## src/dwt_pkg.sv

```systemverilog
// Shared types and constants for the one-level wavelet analysis decimator.
// No dependencies; every other file but the defines header imports this package.
package dwt_pkg;

  localparam int SAMPLE_BITS    = 16;
  localparam int TAP_BITS       = 16;
  localparam int OUT_BITS       = 36;
  localparam int CFG_IDX_BITS   = 3;
  localparam int CFG_DATA_BITS  = 64;
  localparam int TAPS_PER_REG   = 4;
  localparam int TREE_LEAVES    = 8;

  // Register indexes of the configuration port
  localparam logic [CFG_IDX_BITS-1:0] REG_TAP_COUNT = 3'd0;
  localparam logic [CFG_IDX_BITS-1:0] REG_EXT_MODE  = 3'd1;
  localparam logic [CFG_IDX_BITS-1:0] REG_LP_LOWER  = 3'd2;
  localparam logic [CFG_IDX_BITS-1:0] REG_LP_UPPER  = 3'd3;
  localparam logic [CFG_IDX_BITS-1:0] REG_HP_LOWER  = 3'd4;
  localparam logic [CFG_IDX_BITS-1:0] REG_HP_UPPER  = 3'd5;

  localparam logic [3:0] TAP_COUNT_RESET = 4'd8;
  localparam logic       MODE_REPEAT     = 1'b1;

  typedef logic signed [SAMPLE_BITS-1:0] sample_t;
  typedef logic signed [TAP_BITS-1:0]    coef_t;
  typedef logic signed [OUT_BITS-1:0]    acc_t;

  typedef struct packed {
    logic signed [SAMPLE_BITS-1:0] sample;
    logic                          final_sample;
  } dwt_in_t;

  typedef struct packed {
    logic signed [OUT_BITS-1:0] approx;
    logic signed [OUT_BITS-1:0] detail;
    logic                       run_end;
    logic                       signal_done;
  } dwt_out_t;

  typedef struct packed {
    logic run_end;
    logic signal_done;
  } dwt_tag_t;

endpackage

```

## src/dwt_tap_cell.sv

```systemverilog
// One cell of the delay chain: holds one sample, multiplies it by its two coefficients.
// Depends on dwt_pkg.
module dwt_tap_cell (
  input  logic            clk,
  input  logic            step,
  input  logic            refill,
  input  dwt_pkg::sample_t fill_val,
  input  dwt_pkg::sample_t prev,
  input  logic            load,
  input  logic            active,
  input  dwt_pkg::coef_t  lp,
  input  dwt_pkg::coef_t  hp,
  output dwt_pkg::sample_t tap,
  output dwt_pkg::acc_t   lo_prod,
  output dwt_pkg::acc_t   hi_prod
);
  import dwt_pkg::*;

  sample_t                               x_next;
  logic signed [SAMPLE_BITS+TAP_BITS-1:0] lo_full;
  logic signed [SAMPLE_BITS+TAP_BITS-1:0] hi_full;

  // Products use the value after this step's shift
  assign x_next  = refill ? fill_val : prev;
  assign lo_full = x_next * lp;
  assign hi_full = x_next * hp;

  always_ff @(posedge clk) begin
    if (step) begin
      tap <= x_next;
    end
    if (load) begin
      lo_prod <= active ? acc_t'(lo_full) : '0;
      hi_prod <= active ? acc_t'(hi_full) : '0;
    end
  end

endmodule

```

## config.mk

```make
export PLATFORM = sky130hd
export DESIGN_NAME = dwt_tap_cell
export DESIGN_NICKNAME = d
export VERILOG_FILES = /design/src/dwt_pkg.sv /design/src/dwt_tap_cell.sv
export SDC_FILE = /design/constraint.sdc
export NUM_CORES = 2
export LEC_CHECK = 0
export ABC_AREA = 1
export BUFFER_PORTS_ARGS = -buffer_cell sky130_fd_sc_hd__buf_2
export CORE_MARGIN = 8
export CORE_UTILIZATION = 60
export DETAILED_ROUTE_END_ITERATION = 10
export PLACE_DENSITY = 0.8
export SYNTH_ARGS = -nofsm -noshare
export SYNTH_HDL_FRONTEND = slang
export SYNTH_SLANG_ARGS = --single-unit
```

## constraint.sdc

```tcl
create_clock -name clk -period 11.2 [get_ports clk]
set_clock_uncertainty 0.15 [all_clocks]
set_input_delay 1.68 -clock clk [delete_from_list [all_inputs] [get_ports clk]]
set_output_delay 1.68 -clock clk [all_outputs]
set_load 0.02 [all_outputs]
```

======== Word level (Yosys, flattened, before mapping) ========
Index checks and enable logic that the tools add are counted.
storage, ports and cells
  register bits ........................... 80
  bits in latches ......................... 0
  RAM bits ................................ 0
  memory bits (read-only) ................. 0
  output and inout bits ................... 88
  memories ................................ 0
cells by class
  add/sub/neg operators ................... 0
  multiply operators ...................... 2
  div/mod/pow operators ................... 0
  $lt $le $gt $ge ......................... 0
  equal/unequal tests ..................... 0
  shifts and indexed selects .............. 0
  mux-type cells .......................... 1
  bitwise operators ....................... 0
  reductions and logical operators ........ 0
operators with widths
  operator                                        count
  16-bit by 16-bit multiplier with 32-bit output  2
  16-bit two-way mux                              1

======== Logic depth before layout (Yosys ltp) ========
  depth after elaboration ................. 2
  gate-level depth with buffers ........... 31
  mapped depth without buffers ............ 29

======== Least setup slack after synthesis ========
Ideal clock, no wire load.
  path type ............................... input to register
  start point ............................. input port prev[15]
  end point ............................... register, netlist name hi_prod[31]
  arrival ................................. 6948 ps
  data required time ...................... 10797 ps
  path slack .............................. 3849 ps
  stages .................................. 23
  buffers on the path ..................... 1
  cells stage by stage .................... or2_2 -> o21ai_4 -> buf_2 -> nor2_1 -> fa_1 -> fa_1 -> inv_1 -> fa_1 -> fa_1 -> fa_1 -> fa_1 -> inv_1 -> ha_1 -> nand2_1 -> inv_1 -> nand3_1 -> nor3_1 -> and2_1 -> nand2_1 -> nand2_1 -> nand2_1 -> nand2_1 -> nor2_1
on the way
  longest elaborated chain between the ends .. 2
RTL lines
  item                                            line                text
  start: declaration                              dwt_tap_cell.sv:8   input dwt_pkg::sample_t prev,
  16-bit two-way mux                              dwt_tap_cell.sv:24  assign x_next = refill ? fill_val : prev;
  16-bit by 16-bit multiplier with 32-bit output  dwt_tap_cell.sv:26  assign hi_full = x_next * hp;
No other way between the ends.
A chain may end at the register's enable or synchronous reset.

======== Worst setup path after layout ========
  start point ............................. input port refill
  end point ............................... register hi_prod[30] (data pin)
on the way
  longest elaborated chain between the ends .. 2
RTL lines
  item                                            line                text
  start: declaration                              dwt_tap_cell.sv:6   input logic refill,
  16-bit two-way mux                              dwt_tap_cell.sv:24
  16-bit by 16-bit multiplier with 32-bit output  dwt_tap_cell.sv:26
  end signal: assignment                          dwt_tap_cell.sv:34  hi_prod <= active ? acc_t'(hi_full) : '0;
  end: declaration                                dwt_tap_cell.sv:15  output dwt_pkg::acc_t hi_prod
No other way between the ends.

==> impl_metrics.ini <==
[run_status]
run_status = finished, final reports clean

[synth]
post_synth_num_cell_types = 40
post_synth_inst_count = 2886
synth_fp_nets = 3643
ys_seq_area_share_pct = 10.1
synth-seq-cells = 80
syn_area_um2 = 23800
count_of_warnings_emitted_by_yosys = 0
most_area_consuming_cells_after_synthesis = sky130_fd_sc_hd__fa_1 (44%), sky130_fd_sc_hd__inv_1 (11%), sky130_fd_sc_hd__edfxtp_1 (10%), sky130_fd_sc_hd__nand2_1 (9.1%), sky130_fd_sc_hd__ha_1 (8.6%)
synth_top_area_share_pct = 44.0
dominantRegCellSynth = sky130_fd_sc_hd__edfxtp_1
share_of_synthesized_registers_carrying_an_async_set_or_reset_pct = 0
synth.largest_area_cell = sky130_fd_sc_hd__fa_1
edff_count_synth = 80
synth_area_per_cell_um2 = 8.26

[routing]
drt-wirelength-per-cell_um = 19.2
wirelength_mm = 67.3
vias = 19100
drt-vias-per-instance = 5.45
number_of_remaining_drc_errors = 0
dr.first_iter.drc_count = 1721
antenna_left = 0
dr.pass1.iters = 6

[setup_path]
cell_type_of_the_slowest_stage_on_the_worst_timing_path = sky130_fd_sc_hd__fa_1
critical-path-top-cell-by-count = sky130_fd_sc_hd__fa_1
critPathRequiredTime_ps = 11190
critical_path.endpoint_type = register
arrival_ps = 8290
setup.worst_path.start = refill
worst_path_buf_inv = 4
cp-start-kind = input port
crit_path_cell_trace = buf_2, inv_2, o21ai_4, nor2_1, fa_1, fa_1, inv_1, fa_1, fa_1, fa_1, fa_1, inv_1, ha_1, nand2_1, nor3_1, and2_1, nand2_2, a21oi_1, nor2_1
slowest_delay_ps = 840
critical_path.max_fanout = 23
top_cell_family_by_delay_on_the_critical_path = adder cells
critPathKind = in -> reg

[sta]
setup_slack_ps = 2900
timing_max_transition_violations_final = 0
rsz0062_at_grt = false
post-route-period-util_pct = 74.1
worst-slew-pin-transition_ps = 968
timing.final.crit_period_ps = 8300
slew_headroom_pct = 35.2
setup_violations = 0
finalHoldViolCount = 0
fmax_mhz = 121
finalSetupTns_ps = 0

[placement]
placement.io_buffers = 156
placedInstanceArea_um2 = 24800
globalplace.congestion = 0.976
post-dp-hpwl_mm = 55.3
preCtsSetupSlack_ps = 2630

[global_routing]
grt_overflow = 0
via_count_of_the_first_global_routing_pass = 20900
antenna_found_initial = 5
grt_usage_pct = 30.1
global_route_wire_length_before_repair_mm = 110
grt_start_max_net_pins = 65

[cts]
post_cts.repair.setup_buffers = 0
root_buffer = sky130_fd_sc_hd__clkbuf_16
worst_setup_hold_path_clk_slew_ps = 80
cts_hold_repair.buffers = 0
cts_buffers = 9
cts_resized = 0
numClockSinks = 80
htree_levels = 3
tritoncts = yes
clock_path_buffers = 2

[final_layout]
design_area_um2 = 25200
multiInputGateArea_um2 = 18200
post_route_utilization_pct = 63.7
design.final.nets = 3731
areaGrowthSynthToFinish_pct = 5.53
num-fill-cells = 3396
seq_area_um2 = 2400
drive_gt1_share_pct = 9.13

[die]
die_h_um = 215
pin_count = 157
initial_utilization_pct = 60.4
die_x_um = 215
core_area_um2 = 39500
fp_rows = 73
full_die_area_um2 = 46400

[worst_hold_path]
hp-start = step
hold_path.class = in -> reg

[job]
count_of_max_cap_constraint_violations = 0
cells in the final DEF (no fill, tap or decap), types with 9 or more instances in the layout:
cell type,count
sky130_fd_sc_hd__nand2_2,18
sky130_fd_sc_hd__o21a_1,14
sky130_fd_sc_hd__nor2_1,403
sky130_fd_sc_hd__clkbuf_16,9
sky130_fd_sc_hd__or2_2,17
sky130_fd_sc_hd__inv_1,721
sky130_fd_sc_hd__o21ai_0,22
sky130_fd_sc_hd__or2_1,9
sky130_fd_sc_hd__a21oi_1,69
sky130_fd_sc_hd__nand3_1,57
sky130_fd_sc_hd__inv_2,21
sky130_fd_sc_hd__fa_1,524
sky130_fd_sc_hd__edfxtp_1,80
sky130_fd_sc_hd__nand2_1,579
sky130_fd_sc_hd__o21bai_1,10
sky130_fd_sc_hd__ha_1,164
sky130_fd_sc_hd__buf_2,156
sky130_fd_sc_hd__nor3_1,13
sky130_fd_sc_hd__nand4_1,12
path summary, 6_finish.rpt:
kind / end / slack (ps) / cells after the start
max: hi_prod[30] / 2900 / 19
min: tap[3] / 1550 / 1
synthesized netlist by cell type, types with 13 or more instances:
cell,count
sky130_fd_sc_hd__edfxtp_1,80
sky130_fd_sc_hd__nor3_1,13
sky130_fd_sc_hd__nand3_1,57
sky130_fd_sc_hd__nor2_1,403
sky130_fd_sc_hd__inv_2,21
sky130_fd_sc_hd__buf_2,30
sky130_fd_sc_hd__buf_4,13
sky130_fd_sc_hd__o21ai_0,22
sky130_fd_sc_hd__o21a_1,14
sky130_fd_sc_hd__nand2_1,579
sky130_fd_sc_hd__clkbuf_1,32
sky130_fd_sc_hd__nand2_2,18
sky130_fd_sc_hd__a21oi_1,69
sky130_fd_sc_hd__or2_2,17
sky130_fd_sc_hd__ha_1,164
sky130_fd_sc_hd__inv_1,721
sky130_fd_sc_hd__fa_1,524
per-stage QoR:
| stage | instances | hold WS [ps] |
|---|---|---|
| global route | 3509 | 1570 |
| CTS | 3504 | 1540 |
| detailed placement | 3488 | 1960 |
| finish | 3509 | 1550 |
| global placement | 3488 | 1950 |
| floorplan | 2886 | 1640 |
cell families (layout without fill, tap and decap cells):
kind of cell | after synthesis | after routing | share of synthesized area (%)
adders and majority gates | 688 | 688 | 52.6
and+or+nand+nor | 1145 | 1145 | 19.7
AOI/OAI and AO/OA | 135 | 135 | 3.49
DFF | 80 | 80 | 10.1
xor gates and xnor gates | 9 | 9 | 0.331
buffers and inverters | 829 | 922 | 13.7
other | 0 | 5 | 0
routing by layer:
metal  track usage (%)  wire [um]  up-vias
li1                  -          -     8546
met1              40.8      27700     9447
met2              46.6      30300      993
met3              8.64       7490      133
met4              9.33       1840        0
met5                 0          0        -
area by class of cell:
cell class,count,share of cell area [%]
Inverter,742,11.1
Timing Repair Buffer,164,3.34
Clock inverter,6,0.269
Multi-Input combinational cell,1977,72.2
Clock buffer,10,0.910
Antenna cell,5,0.0497
Sequential cell,80,9.55
Tap cell,525,2.61
sequential cells by signal, summed over array words and instances, names as in the netlist:
signal and flops:
lo_prod 32, hi_prod 32, tap 16
Power is left out: the tool's default activity adds up to more than one toggle a clock period on the data nets, which glitch-free logic cannot reach.
