## src/dwt_pkg.sv

```systemverilog
// Shared types and constants for the one-level wavelet analysis decimator.
// No dependencies; every other file but the defines header imports this package.
package dwt_pkg;

  localparam int SAMPLE_BITS    = 16;
  localparam int TAP_BITS       = 16;
  localparam int OUT_BITS       = 36;
  localparam int CFG_IDX_BITS   = 3;
  localparam int CFG_DATA_BITS  = 64;
  localparam int TAPS_PER_REG   = 4;
  localparam int TREE_LEAVES    = 8;

  // Register indexes of the configuration port
  localparam logic [CFG_IDX_BITS-1:0] REG_TAP_COUNT = 3'd0;
  localparam logic [CFG_IDX_BITS-1:0] REG_EXT_MODE  = 3'd1;
  localparam logic [CFG_IDX_BITS-1:0] REG_LP_LOWER  = 3'd2;
  localparam logic [CFG_IDX_BITS-1:0] REG_LP_UPPER  = 3'd3;
  localparam logic [CFG_IDX_BITS-1:0] REG_HP_LOWER  = 3'd4;
  localparam logic [CFG_IDX_BITS-1:0] REG_HP_UPPER  = 3'd5;

  localparam logic [3:0] TAP_COUNT_RESET = 4'd8;
  localparam logic       MODE_REPEAT     = 1'b1;

  typedef logic signed [SAMPLE_BITS-1:0] sample_t;
  typedef logic signed [TAP_BITS-1:0]    coef_t;
  typedef logic signed [OUT_BITS-1:0]    acc_t;

  typedef struct packed {
    logic signed [SAMPLE_BITS-1:0] sample;
    logic                          final_sample;
  } dwt_in_t;

  typedef struct packed {
    logic signed [OUT_BITS-1:0] approx;
    logic signed [OUT_BITS-1:0] detail;
    logic                       run_end;
    logic                       signal_done;
  } dwt_out_t;

  typedef struct packed {
    logic run_end;
    logic signal_done;
  } dwt_tag_t;

endpackage

```

## src/dwt_sum_tree.sv

```systemverilog
// Registered adder tree over the cell products, with the result register at its end.
// Depends on dwt_pkg; stages advance independently so bubbles close up.
module dwt_sum_tree #(
  parameter int MAX_TAPS = 8
) (
  input  logic             clk,
  input  logic             rst,
  input  logic             load,
  input  dwt_pkg::dwt_tag_t tag_in,
  input  dwt_pkg::acc_t    lo_prod [MAX_TAPS],
  input  dwt_pkg::acc_t    hi_prod [MAX_TAPS],
  output logic             s1_ready,
  output logic             out_valid,
  input  logic             out_ready,
  output dwt_pkg::dwt_out_t out_data
);
  import dwt_pkg::*;

  acc_t     lo_leaf [TREE_LEAVES];
  acc_t     hi_leaf [TREE_LEAVES];
  acc_t     lo2 [TREE_LEAVES/2];
  acc_t     hi2 [TREE_LEAVES/2];
  acc_t     lo3 [TREE_LEAVES/4];
  acc_t     hi3 [TREE_LEAVES/4];
  logic     v1, v2, v3;
  dwt_tag_t t1, t2, t3;
  logic     can1, can2, can3, can4;

  for (genvar j = 0; j < TREE_LEAVES; j++) begin : g_leaf
    if (j < MAX_TAPS) begin : g_used
      assign lo_leaf[j] = lo_prod[j];
      assign hi_leaf[j] = hi_prod[j];
    end else begin : g_pad
      assign lo_leaf[j] = '0;
      assign hi_leaf[j] = '0;
    end
  end

  // A stage may load when it is empty or its content moves on
  assign can4     = !out_valid || out_ready;
  assign can3     = !v3 || can4;
  assign can2     = !v2 || can3;
  assign can1     = !v1 || can2;
  assign s1_ready = can1;

  always_ff @(posedge clk) begin
    if (rst) begin
      v1        <= 1'b0;
      v2        <= 1'b0;
      v3        <= 1'b0;
      out_valid <= 1'b0;
    end else begin
      if (can1) v1 <= load;
      if (can2) v2 <= v1;
      if (can3) v3 <= v2;
      if (can4) out_valid <= v3;
    end
  end

  always_ff @(posedge clk) begin
    if (can1) begin
      t1 <= tag_in;
    end
    if (can2) begin
      t2 <= t1;
      for (int i = 0; i < TREE_LEAVES/2; i++) begin
        lo2[i] <= lo_leaf[2*i] + lo_leaf[2*i+1];
        hi2[i] <= hi_leaf[2*i] + hi_leaf[2*i+1];
      end
    end
    if (can3) begin
      t3 <= t2;
      for (int i = 0; i < TREE_LEAVES/4; i++) begin
        lo3[i] <= lo2[2*i] + lo2[2*i+1];
        hi3[i] <= hi2[2*i] + hi2[2*i+1];
      end
    end
    if (can4) begin
      out_data.approx      <= lo3[0] + lo3[1];
      out_data.detail      <= hi3[0] + hi3[1];
      out_data.run_end     <= t3.run_end;
      out_data.signal_done <= t3.signal_done;
    end
  end

endmodule

```

## config.mk

```make
export PLATFORM = sky130hd
export DESIGN_NAME = dwt_sum_tree
export DESIGN_NICKNAME = d
export VERILOG_FILES = /design/src/dwt_pkg.sv /design/src/dwt_sum_tree.sv
export SDC_FILE = /design/constraint.sdc
export NUM_CORES = 1
export LEC_CHECK = 0
export BUFFER_PORTS_ARGS = -buffer_cell sky130_fd_sc_hd__clkbuf_2
export CORE_ASPECT_RATIO = 1.5
export CORE_MARGIN = 1
export CORE_UTILIZATION = 53
export DETAILED_ROUTE_END_ITERATION = 10
export HOLD_SLACK_MARGIN = 0.03
export MAX_ROUTING_LAYER = met4
export PLACE_DENSITY = 0.79
export SYNTH_ARGS = -nofsm -noshare
export SYNTH_HDL_FRONTEND = slang
export SYNTH_SLANG_ARGS = --single-unit
```

## constraint.sdc

```tcl
create_clock -name clk -period 6.8 [get_ports clk]
set_input_delay 0.34 -clock clk [delete_from_list [all_inputs] [get_ports clk]]
set_output_delay 0.34 -clock clk [all_outputs]
set_load 0.01 [all_outputs]
```

# After elaboration in Yosys (flattened, before gate mapping)

Memory sizes are Yosys's and may differ from the RTL's.
Index checks and enable logic that the tools add are counted.

$add $sub $neg: 14
Muxes and demuxes: 4
Reduce and logical (&&, ||, !) cells: 8

Operator list:

| kind               | count |
|---|---|
| $add A36 B36 Y36   | 14 |
| $logic_not A1 Y1   | 4 |
| $logic_or A1 B1 Y1 | 4 |
| $mux W1            | 4 |

Register bits after elaboration: 84
Bits in writable memories: 432
Bits of input ports: 582
Output and inout port bits: 76
Word-level logic and storage cells: 44
Memories kept: 4

Memories:

| memory | words | width | rd ports | clocked after Yosys merged registers in | write ports | RTL line           | text |
|---|---|---|---|---|---|---|---|
| hi2    | 4     | 36    | 4        | 0                                       | 4           | dwt_sum_tree.sv:22 | `acc_t hi2 [TREE_LEAVES/2];` |
| lo2    | 4     | 36    | 4        | 0                                       | 4           | dwt_sum_tree.sv:21 | `acc_t lo2 [TREE_LEAVES/2];` |
| hi3    | 2     | 36    | 2        | 0                                       | 2           | dwt_sum_tree.sv:24 | `acc_t hi3 [TREE_LEAVES/4];` |
| lo3    | 2     | 36    | 2        | 0                                       | 2           | dwt_sum_tree.sv:23 | `acc_t lo3 [TREE_LEAVES/4];` |

# Longest topological paths before layout

Word-level depth: 6
Depth in mapped cells: 11
Mapped depth without buffers: 11

# Worst setup path before layout

Ideal clock, no wire load.

Kind: flip-flop to flip-flop
Start: register out_valid
End: memory hi2[0][0] (netlist name) (enable)
Setup time: 0.641 ns
Data arrival time: 6.317 ns
Required time: 6.159 ns
Setup slack: -0.158 ns
Cell stages (with the launch flop): 4
Path buffers: 0
Clock period less this slack: 6.958 ns
Cell sequence: dfxtp_1 -> nor2b_1 -> and3_1 -> inv_1

RTL lines:

| element                  | RTL line           | text |
|---|---|---|
| start: declaration       | dwt_sum_tree.sv:13 | `output logic out_valid,` |
| start signal: assignment | dwt_sum_tree.sv:56 | `if (can4) out_valid <= v3;` |
| end: declaration         | dwt_sum_tree.sv:22 |  |

==> results.yml <==
run_status:
  outcome: "finished, final reports clean"
yosys:
  synth_fa_ha_area_share_pct: 15.93
  synth-compound-area-share_pct: 22.77
  syn_inst: 3983
  synth_top_area_share_pct: 38.20
  synthXorXnorAreaFrac_pct: 10.10
  yosys.area.top_type: "edfxtp_1"
  synth_edf_count: 512
  ys.warnings.count: 0
  yosys.area_share.simple_pct: 11.07
  yosys-top-cells-area: "edfxtp_1, ha_1, xnor2_1"
  synth_cell_types: 80
  ys_top_cells_by_count: "edfxtp_1, ha_1, a21oi_1, a21o_1, xnor2_1"
  postSynth.asyncResetShare_pct: 0
  ys.flop_type: "edfxtp_1"
  yosysMostFrequentCell: "edfxtp_1"
  syn_area_sq_mm: 0.04025
  syn-num-nets: 5069
  syn_avg_cell_area_sq_um: 10.11
  synthMuxAreaShare_pct: 0.1274
  ys_seq_area_share_pct: 38.40
  synth_seq_cells: 516
  synth_top_family_by_area: "compound AO/OA/AOI/OAI gates"
die:
  ios: 658
  core_sq_mm: 0.07510
  initial_core_util_pct: 53.60
  placementRows: 123
  dieArea_sq_mm: 0.07707
  dieWidth_microns: 227.0
  die_y_microns: 339.5
global_routing:
  grt_pass1_wl_mm: 167.2
  gr-usage-met2_pct: 54.24
  antenna_found_initial: 2
  grt_usage_pct: 28.61
  globalRouteMet1Util_pct: 26.87
  gr-max-usage-layer: "met2"
  met3_usage_pct: 4.060
  grt_remaining_overflow: 0
  grt_pass1_vias: 33070
  grt_max_degree: 148
setup_path:
  arrival_ps: 3830
  cp-startpoint: "lo3[0][0]$_DFFE_PP_"
  r2r_start: "lo3[0][0]$_DFFE_PP_"
  start_kind: "register"
  critical_path_class: "register to register"
  required_ps: 7160
  end_kind: "register"
  crit_fanout: 4
clock_tree:
  clkTransAtPathRegs_ps: 70
  cts_tree: "yes"
  cts-root-buf: "clkbuf_16"
  htreeDepth: 2
  clk_path_buf_depth: 3
  clock_latency_ps: 610
  cts_sinks: 516
  cts_buffers: 51
  cts_repair_resize_count: 0
detailed_routing:
  ant_nets: 0
  drc_errors: 0
  viasPerCell: 5.915
  vias: 33520
  wire_per_inst_microns: 19.47
  drtPass1Iterations: 6
  drtIter0Drc: 1653
  routed_wl_mm: 110.3
timing:
  setup_viol: 0
  worst_pin_slew_ps: 1126
  rsz0062_at_grt: "false"
  slew_headroom_pct: 23.02
  finalClockSkew_ps: 25.23
  period_minus_slack_ps: 3478
  finalHoldViolCount: 0
  fin_tns_setup_ps: 0
  drv_slew: 0
  post-route-period-util_pct: 51.15
  timing.fmax_mhz: 287.5
placed_design:
  dp_hpwl_mm: 90.29
  gp_congestion: 0.9548
  io_buffers: 657
power_and_ir_drop:
  power_mw: 17.75
  leakage_nw: 20.97
  p_per_area_mw_per_mm2: 383.5
  swShare_pct: 40.00
  internal-power_mw: 10.65
  clock_power_share_pct: 16.1
  ir_worst_vdd_uv: 270.2
  seqPwrFrac_pct: 32.8
  switching_power_mw: 7.099
  combPwrFrac_pct: 51.1
final_layout:
  final_layout_size_suffix_gt1_share_pct: 17.00
  syn_to_final_growth_pct: 14.98
  nNetsFinal: 5712
worst_hold_path:
  hold_path.class: "primary input to register"
  min-delay-start: "hi_prod[72]"
run:
  max_cap_violations: 0
-- power groups by stage --
stage	sequential, mW	combinational (mW)	clock, mW
2_1_floorplan	5.63	6.55	0
3_3_place_gp	5.87	8.86	0
4_1_cts	5.84	9.06	2.91
3_5_place_dp	5.90	8.99	0
5_1_grt	5.89	10.0	3.02
6_report	5.82	9.07	2.86
-- state kept, by name, indices dropped and copies added (netlist names) --
register	cells
v1	1
t3	2
t2	2
hi2	144
hi3	72
lo2	144
lo3	72
t1	2
out_data	74
out_valid	1
v2	1
v3	1
-- worst max-delay path, stage by stage (launching register included) --
cell and delay (ps):
edfxtp_1 380, ha_1 260, fa_1 430, a211oi_1 320, o21a_1 200, o21ai_0 180
a31o_2 290, o211ai_1 280, nor3b_1 380, o21ai_0 170, a21oi_1 240, xnor2_1 80
-- routing by layer --
| layer | wire [microns] | vias up |
|---|---|---|
| met4 | 7046 | 0 |
| met5 | 0 | - |
| li1 | - | 16470 |
| met1 | 38340 | 15690 |
| met3 | 5285 | 327 |
| met2 | 59650 | 1032 |
-- final cells by class --
class,count,area (sq um)
diodes,2,5.005
clock buffers,59,1306
clock inverters,33,352.8
fillers,6436,28820
inverters,92,349.1
multi-input cells,3296,24150
flip-flops and latches,516,15450
well taps,1000,1251
repair buffers,669,3408
-- per-stage QoR --
| step | hold slack [ps] | utilization (%) | instances | area, sq um | worst slack, ps |
|---|---|---|---|---|---|
| after floorplan | 400.3 | - | 3983 | 40250 | 1161 |
| after global placement | 402.6 | 59.32 | 5566 | 44550 | 3111 |
| after detailed placement | 419.3 | 59.32 | 5566 | 44550 | 3104 |
| after CTS | 34.79 | 61.62 | 5665 | 46280 | 3363 |
| after global routing | 40.24 | 61.63 | 5667 | 46280 | 3104 |
| final | 74.32 | 61.63 | 5667 | 46280 | 3322 |
-- repair_timing --
| action | in CTS | in global routing |
|---|---|---|
| setup buffers | 0 | 0 |
| hold buffers | 7 | 0 |
| hold endpoints to repair | 8 | 0 |
-- layout by cell type, fill, tap and decap left out, types with 175 or more instances in the layout --
cell type,instances
a21o_1,302
a21oi_1,434
clkbuf_2,657
edfxtp_1,512
ha_1,490
nand2_1,248
nor2_1,208
o21ai_0,220
xnor2_1,289
xor2_1,175
-- logic make-up after synthesis --
logic type / count (synthesis)
xor+xnor: 464
fa+ha+maj: 504
flops: 516
compound gates: 1407
mux: 5
simple gates: 916
buf+inv: 171
-- worst paths after layout --
kind	end	slack (ps)	cells past startpoint
worst max-delay path	out_data[70]$_DFFE_PP_	3320	11
worst min-delay path	hi2[2][0]$_DFFE_PP_	70	2
worst max register to register	out_data[70]$_DFFE_PP_	3320	11
worst min register to register	out_data[1]$_DFFE_PP_	430	0
(Power assumes the default switching activity.)
